===== src/sv/b64d_pkg.sv =====
// Shared types, constants and the alphabet map for the base64 stream decoder.
// No dependencies; every other file of the block uses this package.
package b64d_pkg;

   // Widths of the length counters and the character/byte paths
   localparam int LenBits   = 16;
   localparam int CharBits  = 8;
   localparam int ByteBits  = 8;

   // Result queue sizing: one decoded group can push up to three beats
   localparam int MaxBeats  = 3;
   localparam int FifoDepth = 8;
   localparam int FifoAw    = $clog2(FifoDepth);

   localparam logic [CharBits-1:0] PadChar  = 8'h3D;  // '='
   localparam logic [CharBits-1:0] EndChar  = 8'h00;  // end of text
   localparam logic [LenBits-1:0]  CapReset = '1;
   localparam logic [LenBits-1:0]  MinSpace = LenBits'(4);

   // Symbol map output: bit 6 set means not in the alphabet
   localparam int SymBits = 7;

   typedef enum logic [1:0] {
      STATUS_OK       = 2'd0,
      STATUS_CAPACITY = 2'd1,
      STATUS_ILLEGAL  = 2'd2
   } status_type;

   typedef enum logic {
      KIND_DATA   = 1'b0,
      KIND_REPORT = 1'b1
   } kind_type;

   typedef struct packed {
      logic [ByteBits-1:0] data_byte;
      kind_type            kind;
      status_type          status;
      logic [LenBits-1:0]  decoded_length;
      logic                last;
   } result_type;

   // Beats handed from the decoder to the result queue at once
   typedef struct packed {
      logic [1:0]                    count;
      result_type [MaxBeats-1:0]     beats;
   } push_type;

   // Standard alphabet: A-Z, a-z, 0-9, '+', '/'
   function automatic logic [SymBits-1:0] sym_value(logic [CharBits-1:0] c);
      logic [SymBits-1:0] v;
      if (c >= 8'h41 && c <= 8'h5A) begin
         v = SymBits'(c - 8'h41);
      end else if (c >= 8'h61 && c <= 8'h7A) begin
         v = SymBits'(c - 8'h61 + 8'd26);
      end else if (c >= 8'h30 && c <= 8'h39) begin
         v = SymBits'(c - 8'h30 + 8'd52);
      end else if (c == 8'h2B) begin
         v = SymBits'(62);
      end else if (c == 8'h2F) begin
         v = SymBits'(63);
      end else begin
         v = SymBits'(64);
      end
      return v;
   endfunction

endpackage


===== src/sv/b64d_req_if.sv =====
// Input channel of the base64 decoder: one text character per beat.
// Depends on b64d_pkg for the character width.
interface b64d_req_if;
   logic                          valid;
   logic                          ready;
   logic [b64d_pkg::CharBits-1:0] ch;

   modport source (output valid, output ch, input ready);
   modport sink   (input valid, input ch, output ready);
endinterface


===== src/sv/b64d_rsp_if.sv =====
// Result channel of the base64 decoder: a data byte or the final report per beat.
// Depends on b64d_pkg for field widths.
interface b64d_rsp_if;
   logic                          valid;
   logic                          ready;
   logic [b64d_pkg::ByteBits-1:0] data_byte;
   logic                          kind;
   logic [1:0]                    status;
   logic [b64d_pkg::LenBits-1:0]  decoded_length;
   logic                          last;

   modport source (output valid, output data_byte, output kind, output status,
                   output decoded_length, output last, input ready);
   modport sink   (input valid, input data_byte, input kind, input status,
                   input decoded_length, input last, output ready);
endinterface


===== src/sv/base64_stream_decoder_core.sv =====
// Top level of the streaming base64 decoder: decode stage plus result queue.
// Depends on b64d_pkg, b64d_req_if, b64d_rsp_if, b64d_decode, b64d_result_fifo.
//
//   channel   direction  handshake     payload
//   req_bus   in         valid/ready   ch (8)
//   rsp_bus   out        valid/ready   data_byte (8), kind, status (2),
//                                      decoded_length (16), last
//   csr       in         csr_wr_en     csr_wr_data (16) = out_capacity
//
// One character is taken per cycle unless the input register is full and the
// queue holds more than five beats. A character waits in the input register,
// then its beats (none, one, two or three) enter an 8-deep queue; the first
// beat can be taken the cycle after they enter. Reset is synchronous: it empties
// the queue, drops any partial group and reloads out_capacity with 65535.
module base64_stream_decoder_core (
   input  logic                         clock,
   input  logic                         reset,
   b64d_req_if.sink                     req_bus,
   b64d_rsp_if.source                   rsp_bus,
   input  logic                         csr_wr_en,
   input  logic [b64d_pkg::LenBits-1:0] csr_wr_data
);
   import b64d_pkg::*;

   push_type push;
   logic     room;
   logic     stage_valid;

   b64d_decode u_decode (
      .clock       (clock),
      .reset       (reset),
      .req         (req_bus),
      .csr_wr_en   (csr_wr_en),
      .csr_wr_data (csr_wr_data),
      .room        (room),
      .stage_valid (stage_valid),
      .push        (push)
   );

   b64d_result_fifo u_fifo (
      .clock (clock),
      .reset (reset),
      .push  (push),
      .room  (room),
      .rsp   (rsp_bus)
   );

`ifndef SYNTHESIS
   // Beats are only produced for a held character while the queue has room
   a_push_needs_room: assert property (@(posedge clock) disable iff (reset)
      (push.count != 2'd0) |-> (stage_valid && room))
      else $error("decoder pushed beats without queue room");

   // Anything pushed shows up on the result channel next cycle
   a_push_visible: assert property (@(posedge clock) disable iff (reset)
      (push.count != 2'd0) |=> rsp_bus.valid)
      else $error("pushed beat not visible on result channel");

   // A final report always closes its character's beats
   a_report_last: assert property (@(posedge clock) disable iff (reset)
      (rsp_bus.valid && rsp_bus.kind) |-> rsp_bus.last)
      else $error("final report without last");

   // Data beats carry no status or length
   a_data_clean: assert property (@(posedge clock) disable iff (reset)
      (rsp_bus.valid && !rsp_bus.kind) |->
         (rsp_bus.status == 2'd0 && rsp_bus.decoded_length == '0))
      else $error("data beat with nonzero status or length");
`endif

endmodule


===== src/sv/b64d_decode.sv =====
// Input beat register, group buffer and decode state; emits up to three beats.
// Depends on b64d_pkg and b64d_req_if.
module b64d_decode (
   input  logic                         clock,
   input  logic                         reset,
   b64d_req_if.sink                     req,
   input  logic                         csr_wr_en,
   input  logic [b64d_pkg::LenBits-1:0] csr_wr_data,
   input  logic                         room,
   output logic                         stage_valid,
   output b64d_pkg::push_type           push
);
   import b64d_pkg::*;

   logic                stage_valid_ff, stage_valid_in;
   logic [CharBits-1:0] stage_ch_ff, stage_ch_in;
   logic [1:0]          pos_ff, pos_in;
   logic [23:0]         held_ff, held_in;
   logic                stopped_ff, stopped_in;
   status_type          err_ff, err_in;
   logic [LenBits-1:0]  cap_ff, cap_in;
   logic [LenBits-1:0]  space_ff, space_in;
   logic [LenBits-1:0]  count_ff, count_in;

   logic                fire;
   logic [CharBits-1:0] c0, c1, c2, c3;
   logic [SymBits-1:0]  v0, v1, v2, v3;
   logic [ByteBits-1:0] b0, b1, b2;
   logic [1:0]          n;
   logic                fail;
   status_type          fail_code;

   // Input beat register: refills when empty or whenever the held beat moves on
   assign req.ready   = !stage_valid_ff || room;
   assign fire        = stage_valid_ff && room;
   assign stage_valid = stage_valid_ff;

   always_comb begin
      stage_valid_in = stage_valid_ff;
      stage_ch_in    = stage_ch_ff;
      if (req.ready) begin
         stage_valid_in = req.valid;
         stage_ch_in    = req.ch;
      end
   end

   // Group fields and alphabet map
   assign c0 = held_ff[23:16];
   assign c1 = held_ff[15:8];
   assign c2 = held_ff[7:0];
   assign c3 = stage_ch_ff;
   assign v0 = sym_value(c0);
   assign v1 = sym_value(c1);
   assign v2 = sym_value(c2);
   assign v3 = sym_value(c3);
   assign b0 = {v0[5:0], v1[5:4]};
   assign b1 = {v1[3:0], v2[5:2]};
   assign b2 = {v2[1:0], v3[5:0]};

   // Group checks in priority order: space, first/second, double pad, third, single pad, fourth
   always_comb begin
      fail      = 1'b0;
      fail_code = STATUS_OK;
      n         = 2'd3;
      if (space_ff < MinSpace) begin
         fail      = 1'b1;
         fail_code = STATUS_CAPACITY;
      end else if (v0[6] || v1[6]) begin
         fail      = 1'b1;
         fail_code = STATUS_ILLEGAL;
      end else if (c2 == PadChar && c3 == PadChar) begin
         n = 2'd1;
      end else if (v2[6]) begin
         fail      = 1'b1;
         fail_code = STATUS_ILLEGAL;
      end else if (c3 == PadChar) begin
         n = 2'd2;
      end else if (v3[6]) begin
         fail      = 1'b1;
         fail_code = STATUS_ILLEGAL;
      end
   end

   // Next state and beats for the held character
   always_comb begin
      pos_in     = pos_ff;
      held_in    = held_ff;
      stopped_in = stopped_ff;
      err_in     = err_ff;
      cap_in     = cap_ff;
      space_in   = space_ff;
      count_in   = count_ff;
      push       = '0;

      if (fire) begin
         if (c3 == EndChar) begin
            push.count                   = 2'd1;
            push.beats[0].kind           = KIND_REPORT;
            push.beats[0].status         = err_ff;
            push.beats[0].decoded_length = count_ff;
            push.beats[0].last           = 1'b1;
            pos_in     = '0;
            held_in    = '0;
            stopped_in = 1'b0;
            err_in     = STATUS_OK;
            space_in   = cap_ff;
            count_in   = '0;
         end else if (!stopped_ff) begin
            if (pos_ff != 2'd3) begin
               held_in = {held_ff[15:0], c3};
               pos_in  = pos_ff + 2'd1;
            end else begin
               pos_in  = '0;
               held_in = '0;
               if (fail) begin
                  stopped_in = 1'b1;
                  err_in     = fail_code;
               end else begin
                  stopped_in = (n != 2'd3);
                  space_in   = space_ff - LenBits'(n);
                  count_in   = count_ff + LenBits'(n);
                  push.count = n;
                  push.beats[0].data_byte = b0;
                  push.beats[1].data_byte = (n >= 2'd2) ? b1 : '0;
                  push.beats[2].data_byte = (n == 2'd3) ? b2 : '0;
                  push.beats[0].last      = (n == 2'd1);
                  push.beats[1].last      = (n == 2'd2);
                  push.beats[2].last      = (n == 2'd3);
               end
            end
         end
      end

      // Register write reloads the space counter at once
      if (csr_wr_en) begin
         cap_in   = csr_wr_data;
         space_in = csr_wr_data;
      end
   end

   always_ff @(posedge clock) begin
      stage_ch_ff <= stage_ch_in;
      if (reset) begin
         stage_valid_ff <= 1'b0;
         pos_ff         <= '0;
         held_ff        <= '0;
         stopped_ff     <= 1'b0;
         err_ff         <= STATUS_OK;
         cap_ff         <= CapReset;
         space_ff       <= CapReset;
         count_ff       <= '0;
      end else begin
         stage_valid_ff <= stage_valid_in;
         pos_ff         <= pos_in;
         held_ff        <= held_in;
         stopped_ff     <= stopped_in;
         err_ff         <= err_in;
         cap_ff         <= cap_in;
         space_ff       <= space_in;
         count_ff       <= count_in;
      end
   end

endmodule


===== src/sv/b64d_result_fifo.sv =====
// Result queue: takes up to three beats a cycle, delivers one beat a cycle while rsp.ready is high.
// Depends on b64d_pkg and b64d_rsp_if.
module b64d_result_fifo (
   input  logic               clock,
   input  logic               reset,
   input  b64d_pkg::push_type push,
   output logic               room,
   b64d_rsp_if.source         rsp
);
   import b64d_pkg::*;

   result_type          mem_ff [FifoDepth];
   logic [FifoAw-1:0]   wr_ptr_ff, wr_ptr_in;
   logic [FifoAw-1:0]   rd_ptr_ff, rd_ptr_in;
   logic [FifoAw:0]     fill_ff, fill_in;
   logic                pop;
   result_type          head;

   // Room for a full group's worth of beats
   assign room = (fill_ff <= (FifoAw + 1)'(FifoDepth - MaxBeats));
   assign pop  = rsp.valid && rsp.ready;
   assign head = mem_ff[rd_ptr_ff];

   assign rsp.valid          = (fill_ff != '0);
   assign rsp.data_byte      = head.data_byte;
   assign rsp.kind           = head.kind;
   assign rsp.status         = head.status;
   assign rsp.decoded_length = head.decoded_length;
   assign rsp.last           = head.last;

   always_comb begin
      wr_ptr_in = wr_ptr_ff + FifoAw'(push.count);
      rd_ptr_in = rd_ptr_ff + FifoAw'(pop);
      fill_in   = fill_ff + (FifoAw + 1)'(push.count) - (FifoAw + 1)'(pop);
   end

   // Storage: beat i of a push lands i slots past the write pointer
   always_ff @(posedge clock) begin
      for (int i = 0; i < MaxBeats; i++) begin
         if (2'(i) < push.count) begin
            mem_ff[wr_ptr_ff + FifoAw'(i)] <= push.beats[i];
         end
      end
   end

   always_ff @(posedge clock) begin
      if (reset) begin
         wr_ptr_ff <= '0;
         rd_ptr_ff <= '0;
         fill_ff   <= '0;
      end else begin
         wr_ptr_ff <= wr_ptr_in;
         rd_ptr_ff <= rd_ptr_in;
         fill_ff   <= fill_in;
      end
   end

endmodule

===== src/flat_wrapper.sv =====
// flat-port wrapper written by rule: the top's interface ports become plain ports
module base64_stream_decoder_core_flat import b64d_pkg::*;
  (clock, reset, csr_wr_en, csr_wr_data, req_bus_valid, req_bus_ch, req_bus_ready, rsp_bus_valid, rsp_bus_data_byte, rsp_bus_kind, rsp_bus_status, rsp_bus_decoded_length, rsp_bus_last, rsp_bus_ready);
  b64d_req_if req_bus_i ();
  b64d_rsp_if rsp_bus_i ();
  input  logic clock;
  input  logic reset;
  input  logic csr_wr_en;
  input  logic [b64d_pkg::LenBits-1:0] csr_wr_data;
  input wire logic [$bits(req_bus_i.valid)-1:0] req_bus_valid;
  input wire logic [$bits(req_bus_i.ch)-1:0] req_bus_ch;
  output wire logic [$bits(req_bus_i.ready)-1:0] req_bus_ready;
  output wire logic [$bits(rsp_bus_i.valid)-1:0] rsp_bus_valid;
  output wire logic [$bits(rsp_bus_i.data_byte)-1:0] rsp_bus_data_byte;
  output wire logic [$bits(rsp_bus_i.kind)-1:0] rsp_bus_kind;
  output wire logic [$bits(rsp_bus_i.status)-1:0] rsp_bus_status;
  output wire logic [$bits(rsp_bus_i.decoded_length)-1:0] rsp_bus_decoded_length;
  output wire logic [$bits(rsp_bus_i.last)-1:0] rsp_bus_last;
  input wire logic [$bits(rsp_bus_i.ready)-1:0] rsp_bus_ready;
  assign req_bus_i.valid = req_bus_valid;
  assign req_bus_i.ch = req_bus_ch;
  assign req_bus_ready = req_bus_i.ready;
  assign rsp_bus_valid = rsp_bus_i.valid;
  assign rsp_bus_data_byte = rsp_bus_i.data_byte;
  assign rsp_bus_kind = rsp_bus_i.kind;
  assign rsp_bus_status = rsp_bus_i.status;
  assign rsp_bus_decoded_length = rsp_bus_i.decoded_length;
  assign rsp_bus_last = rsp_bus_i.last;
  assign rsp_bus_i.ready = rsp_bus_ready;
  base64_stream_decoder_core u_core (.clock(clock), .reset(reset), .req_bus(req_bus_i), .rsp_bus(rsp_bus_i), .csr_wr_en(csr_wr_en), .csr_wr_data(csr_wr_data));
endmodule

===== config.mk =====
export PLATFORM = sky130hd
export DESIGN_NAME = base64_stream_decoder_core_flat
export DESIGN_NICKNAME = d
export VERILOG_FILES = /design/src/sv/b64d_pkg.sv /design/src/sv/b64d_req_if.sv /design/src/sv/b64d_rsp_if.sv /design/src/sv/base64_stream_decoder_core.sv /design/src/sv/b64d_decode.sv /design/src/sv/b64d_result_fifo.sv /design/src/flat_wrapper.sv
export SDC_FILE = /design/constraint.sdc
export NUM_CORES = 1
export LEC_CHECK = 0
export ABC_AREA = 1
export BUFFER_PORTS_ARGS = -buffer_cell sky130_fd_sc_hd__buf_2
export CAP_MARGIN = 20
export CORE_UTILIZATION = 31
export CTS_BUF_LIST = sky130_fd_sc_hd__clkbuf_8
export DETAILED_ROUTE_END_ITERATION = 10
export PLACE_DENSITY = 0.46
export RECOVER_POWER = 25
export SYNTH_ARGS = -nofsm -noshare
export SYNTH_HDL_FRONTEND = slang
export SYNTH_SLANG_ARGS = --single-unit

===== constraint.sdc =====
create_clock -name clock -period 4.95 [get_ports clock]
set_input_delay 0.99 -clock clock [delete_from_list [all_inputs] [get_ports clock]]
set_output_delay 0.99 -clock clock [all_outputs]
set_load 0.005 [all_outputs]

# Word-level counts from Yosys, hierarchy flattened
# Memories as Yosys holds them, arrays and structs flattened. A register that Yosys moved wholly into a read port is not among the register bits.
# Index checks and enable logic that the tools add are counted.
word_totals:
  word_cells: 210
  ramBits: 224
  output_inout_bits: 30
  register_bits: 96
  in_bits: 29
  n_memories: 1
classes:
  muxes: 91
  magnitude_cmp: 30
  reduce_logical: 26
  eq_ne: 21
  addsub: 29
mem_list:
  columns: ["memory", "depth", "width", "rd", "rd_ports_with_merged_regs", "write_ports", "line", "source"]
  rows:
  - ["u_core.u_fifo.mem_ff", 8, 28, 1, 1, 3, "b64d_result_fifo.sv:12", "result_type mem_ff [FifoDepth];"]
ops:
  columns: ["op", "n"]
  rows:
  - ["$mux 16", 10]
  - ["$mux 7", 20]
  - ["$mux 9", 9]
  - ["$eq 8x6->1 const B", 10]
  - ["$mux 24", 3]
  - ["$ge 8x7->1 const B", 8]
  - ["$le 8x7->1 const B", 8]
  - ["$sub 7x7->7 const B", 8]
  - ["$mux 10", 4]
  - ["$mux 2", 17]
  - ["$ge 8x6->1 const B", 4]
  - ["$le 8x6->1 const B", 4]
  - ["$mux 29", 1]
  - ["$add 7x5->7 const B", 4]
  - ["$add 7x6->7 const B", 4]
  - ["$sub 7x6->7 const B", 4]
  - ["$mux 8", 3]
  - ["$mux 1", 22]
  - ["$mux 19", 1]
  - ["$add 16x2->16", 1]
  - ["$lt 16x3->1 const B", 1]
  - ["$sub 16x2->16", 1]
  - ["$logic_and 1x1->1", 15]
  - ["$reduce_and 4->1", 3]
  - ["other kinds (24)", 32]

# Longest topological paths before layout
logic_depth:
  depth_word: 20
  depth_mapped: 29
  ltp_nobuf: 28

# Modules after synthesis
# From an unflattened synthesis, not the netlist that was laid out.
unflattened:
  cells_unflattened: 3230
  area_unflattened_um2: 22800.6
modules_own_cells:
  columns: ["mod", "seq_area_each_um2", "instances", "cells_each", "area_each_um2"]
  rows:
  - ["b64d_result_fifo", 6926.6, 1, 2156, 15556.2]
  - ["b64d_decode", 1801.7, 1, 1074, 7244.4]

# Worst setup path after synthesis
# No wires, ideal clock.
synth_path:
  path_type: "register to register"
  startpoint: "reg u_core.u_decode.held_ff[18]"
  endpoint: "reg u_core.u_decode.space_ff[15]"
  slack_ns: 1.257
  required_ns: 4.823
  path_stages_with_launch: 28
  arrival_time_ns: 3.567
  setup_time_ns: 0.127
  cell_sequence: "dfxtp_1 -> inv_1 -> ha_1 -> nand2_1 -> nand2_1 -> nand3_1 -> nand2_1 -> nand2_1 -> nand2_2 -> nand2_1 -> inv_2 -> nand2_1 -> nand3_2 -> nor2_1 -> ha_1 -> nand2_1 -> nand3_1 -> nor3_1 -> nand2_1 -> nor2_1 -> nand3_1 -> inv_1 -> nand2_1 -> xor2_1 -> o21ai_0 -> nand2_1 -> a21oi_1 -> o21ai_0"
synth_between:
  elab_chain_len: 16
  elab_cells_between_ends: 35
synth_lines:
  columns: ["item", "line", "source"]
  rows:
  - ["start: declaration", "b64d_decode.sv:18", "logic [23:0] held_ff, held_in;"]
  - ["start signal: assignment", "b64d_decode.sv:155", "held_ff <= held_in;"]
  - ["parallel branches: the longest is 5 deep, another holds $sub 7x6->7", null, null]
  - ["$mux 7 *", "b64d_pkg.sv:51", "if (c >= 8'h41 && c <= 8'h5A) begin"]
  - ["$logic_or 1x1->1 *", "b64d_decode.sv:68", "end else if (v0[6] || v1[6]) begin"]
  - ["$mux 2", "b64d_decode.sv:68", null]
  - ["$mux 2", "b64d_decode.sv:65", "if (space_ff < MinSpace) begin"]
  - ["$sub 16x2->16", "b64d_decode.sv:120", "space_in = space_ff - LenBits'(n);"]
  - ["$mux 16", "b64d_decode.sv:115", "if (fail) begin"]
  - ["$mux 16", "b64d_decode.sv:109", "if (pos_ff != 2'd3) begin"]
  - ["$mux 16", "b64d_decode.sv:108", "end else if (!stopped_ff) begin"]
  - ["$mux 16", "b64d_decode.sv:96", "if (c3 == EndChar) begin"]
  - ["$mux 16", "b64d_decode.sv:95", "if (fire) begin"]
  - ["$mux 16", "b64d_decode.sv:135", "if (csr_wr_en) begin"]
  - ["end signal: assignment", "b64d_decode.sv:150", "space_ff <= CapReset;"]
  - ["end signal: assignment", "b64d_decode.sv:159", "space_ff <= space_in;"]
  - ["end: declaration", "b64d_decode.sv:22", "logic [LenBits-1:0] space_ff, space_in;"]
# Mark *: on every way between the ends. The select of a mux whose other input is x is not followed.
# A chain may end at the register's enable or synchronous reset.

==> results.md <==
- CTS tree: yes
- Primary FF master, synth: dfxtp_1
- Seq/Total Area, Yosys: 40.2%
- Critical Path Source Type: flop
- CP Data Arrival Time: 3.76 ns
- Worst VDD drop: 0.185 mV
- Synth warn: 0
- Filler cells: 6152
- Final Skew: 0.0532 ns
- Number of antenna violations at the first check in global routing: 0
- Syn nets: 2624
- Die height: 243 um
- Max-Cap Viols: 1
- Slew Limit Fails: 42
- Num CTS Buffers: between 50 and 60
- Worst Hold Class: flop to flop
- Worst-margin pin slew: 1.80 ns
- IO buf count: 58
- Fin nets: ~2700
- CP Capture Type: output port
- Global-route wire length before repair: 99500 um
- Largest net degree at the start of global routing: 75
- Dpl hpwl: 44600 um
- Max Fclk: 210 MHz
- Relative max-transition margin: -19.8%
- Post-synth EDFFs: 80
- Cell area after synthesis: 0.0179 mm^2
- Die W: 243 um
- Routed len/inst: 18.7 um
- Yosys cell types: 48
- Number of clock sinks: 320
- WP buf/inv: 3
- Number of buffers on the longest clock path: 3
- Setup TNS: 0 ns
- Pleak: 8.31 nW
- N_diodes: 0
- Final worst slack: ~0.2 ns
- Post-route ant nets: 0
- Commonest non-fill, non-tap cell in the layout: nor2_1
- Tot GR Track Use: 21.2%
- Hold slack: 0.450 ns
- Layout cells sized above 1: 8.19%
- Initial DRC Count: 1312
- Worst-path fanout max: 33
- DR vias/cell: 5.21
- Worst-path clk slew: 0.06 ns
- Critical path's largest stage delay: 1.11 ns
- # setup viols final: 0
- Final hold vios: 0
- Mean Syn Cell Area: 7.06 um^2
- Grt ovf: 0
- Gpl congestion: 0.899
- Clock Latency Late Sink: 0.70 ns
- H-tree levels: 2
- Status: finished, violations left
- Fin util: between 30 and 40%
- DIE AREA: between 0.05 and 0.06 mm^2
- Row count: 87
- Post-CTS setup buffer count: 0
- I/O pin cnt: 59
- Final period utilization: a little over nine tenths
- Synth Register Bits: 320
- Initial Util: 31.6%
- Final min period: roughly 4.8 ns
- WS Path Type: flop to output port
- Post-route design area: 0.0201 mm^2
- Asr flop ratio synth: 0%
- Most frequent cells in the layout: nor2_1, nand2_1, dfxtp_1, o21ai_0, inv_1
- RSZ-0062 raised after global routing: no
- P&R area growth vs syn: 12.2%
- Floorplan Core Area: 0.0568 mm^2
- Failing checks: capacitance limit, slew limit
- Pwr Density: 381 mW/mm^2
- Worst path required time: just under 4 ns
- Crit path cell chain: clkinvlp_2 > clkbuf_4 > a21oi_1 > o21ai_0 > a31oi_1 > clkbuf_1
- Root Buffer Master: clkbuf_8
- Final wirelength: 63200 um
- DRT Pass-1 Iters: 6
- Area after DPL: 0.0190 mm^2
- Vias in the first global route: 17300
- CP max stage cell: clkinvlp_2
- Crit-path leading delay family: buffers and inverters
- Pre-CTS WS: 0.450 ns
- Via count: approximately 18000
- Post-synthesis cell count: 2542
- DRC Markers: 0
==> repair_timing <==
| action | in CTS | in global routing |
|---|---|---|
| resized for setup | 0 | 1 |
| hold buffers | 0 | 0 |
| endpoints found under the setup margin | 0 | 1 |
==> cells in the mapped netlist, types with 3 or more instances <==
master | instances | area share [%]
nor3b_1 | 6 | 0.25
nor3_2 | 3 | 0.17
nand2_2 | 14 | 0.49
nand2_1 | 422 | 8.8
nor2_2 | 8 | 0.28
clkinv_1 | 9 | 0.19
nand3b_1 | 5 | 0.21
or2_2 | 3 | 0.10
a31oi_1 | 32 | 1.1
o221ai_1 | 8 | 0.39
o31ai_1 | 4 | 0.17
xnor2_1 | 8 | 0.39
nand4_1 | 62 | 2.2
buf_4 | 5 | 0.21
o22ai_1 | 28 | 0.98
o21ai_0 | 231 | 6.4
nor3_1 | 28 | 0.78
a21oi_1 | 172 | 4.8
o211ai_1 | 57 | 2.4
ha_1 | 49 | 3.4
nor4_1 | 3 | 0.10
a211oi_1 | 24 | 1.0
inv_2 | 21 | 0.44
nand3_1 | 125 | 3.5
clkbuf_1 | 79 | 1.7
o2111ai_1 | 6 | 0.29
buf_2 | 36 | 1.0
xor2_1 | 19 | 0.93
inv_1 | 201 | 4.2
o21ai_1 | 12 | 0.33
edfxtp_1 | 80 | 13
fa_1 | 4 | 0.45
a22oi_1 | 15 | 0.63
nor2_1 | 505 | 11
dfxtp_1 | 240 | 27
==> tightest hold or removal path, cell delays in order (launching register included) <==
cell,delay [ns]
dfxtp_1,0.31
nand2_1,0.06
nand3_1,0.06
==> cell type report <==
class                   instances  area, um^2  share of cell area, %
multi-input cells            1869        9340                   46.4
flip-flops and latches        320        7210                   35.8
clock buffers                  75        1030                   5.13
well taps                     756         946                   4.70
inverters                     231         868                   4.32
repair buffers                100         561                   2.79
clock inverters                30         169                  0.840
==> where the power goes <==
part	switching [W]	total [W]	internal, W	leakage, nW
Combinational	0.00150	0.00216	0.000655	4.93
Sequential	0.000132	0.00289	0.00276	2.69
Clock	0.00121	0.00262	0.00141	0.686
Total	0.00284	0.00767	0.00483	8.31
==> cells by family after synthesis <==
family / Yosys count / share of synthesized area, %
DFF: 320 / 40.2
AOI/OAI and AO/OA: 597 / 19.0
buffers and inverters: 353 / 7.74
and+or+nand+nor: 1192 / 27.9
adders and majority gates: 53 / 3.86
xor gates and xnor gates: 27 / 1.32
==> final timing paths <==
path                                                  start                            to  slack [ns]  depth (start not counted)
worst max register to register  u_core.u_decode.held_ff[11]  u_core.u_decode.space_ff[15]        0.59                         25
worst max-delay path             u_core.u_fifo.rd_ptr_ff[0]     rsp_bus_decoded_length[6]        0.20                          6
worst min-delay path             u_core.u_decode.cap_ff[14]    u_core.u_decode.cap_ff[14]        0.45                          2
worst min register to register   u_core.u_decode.cap_ff[14]    u_core.u_decode.cap_ff[14]        0.45                          2
==> flip-flops by register name (all words and copies together), names as in the netlist <==
signal / count
u_core.u_decode.cap_ff: 16
u_core.u_decode.stage_valid: 1
u_core.u_fifo.wr_ptr_ff: 3
u_core.u_decode.held_ff: 24
u_core.u_decode.space_ff: 16
u_core.u_decode.err_ff: 2
u_core.u_fifo.fill_ff: 4
u_core.u_decode.count_ff: 16
u_core.u_fifo.rd_ptr_ff: 3
u_core.u_fifo.mem_ff: 224
u_core.u_decode.pos_ff: 2
u_core.u_decode.stopped_ff: 1
u_core.u_decode.c3: 8
==> per-stage QoR <==
stage / power, W / instances
global placement: 0.00514 / 3276
global route: 0.00813 / 3381
finish: 0.00767 / 3381
detailed placement: 0.00512 / 3276
CTS: 0.00777 / 3381
floorplan: 0.00430 / 2542
==> per-layer routing <==
metal / part of all wire (%) / vias to the layer above / wire [um] / GRT usage, %
met5: 0 / - / 0 / 0
met4: 2.7 / 0 / 1730 / 7.39
li1: - / 8670 / - / -
met1: 47 / 8368 / 29700 / 29.0
met3: 5.4 / 109 / 3430 / 3.32
met2: 45 / 477 / 28400 / 33.8
No activity file was read; power rests on OpenSTA's default activity.
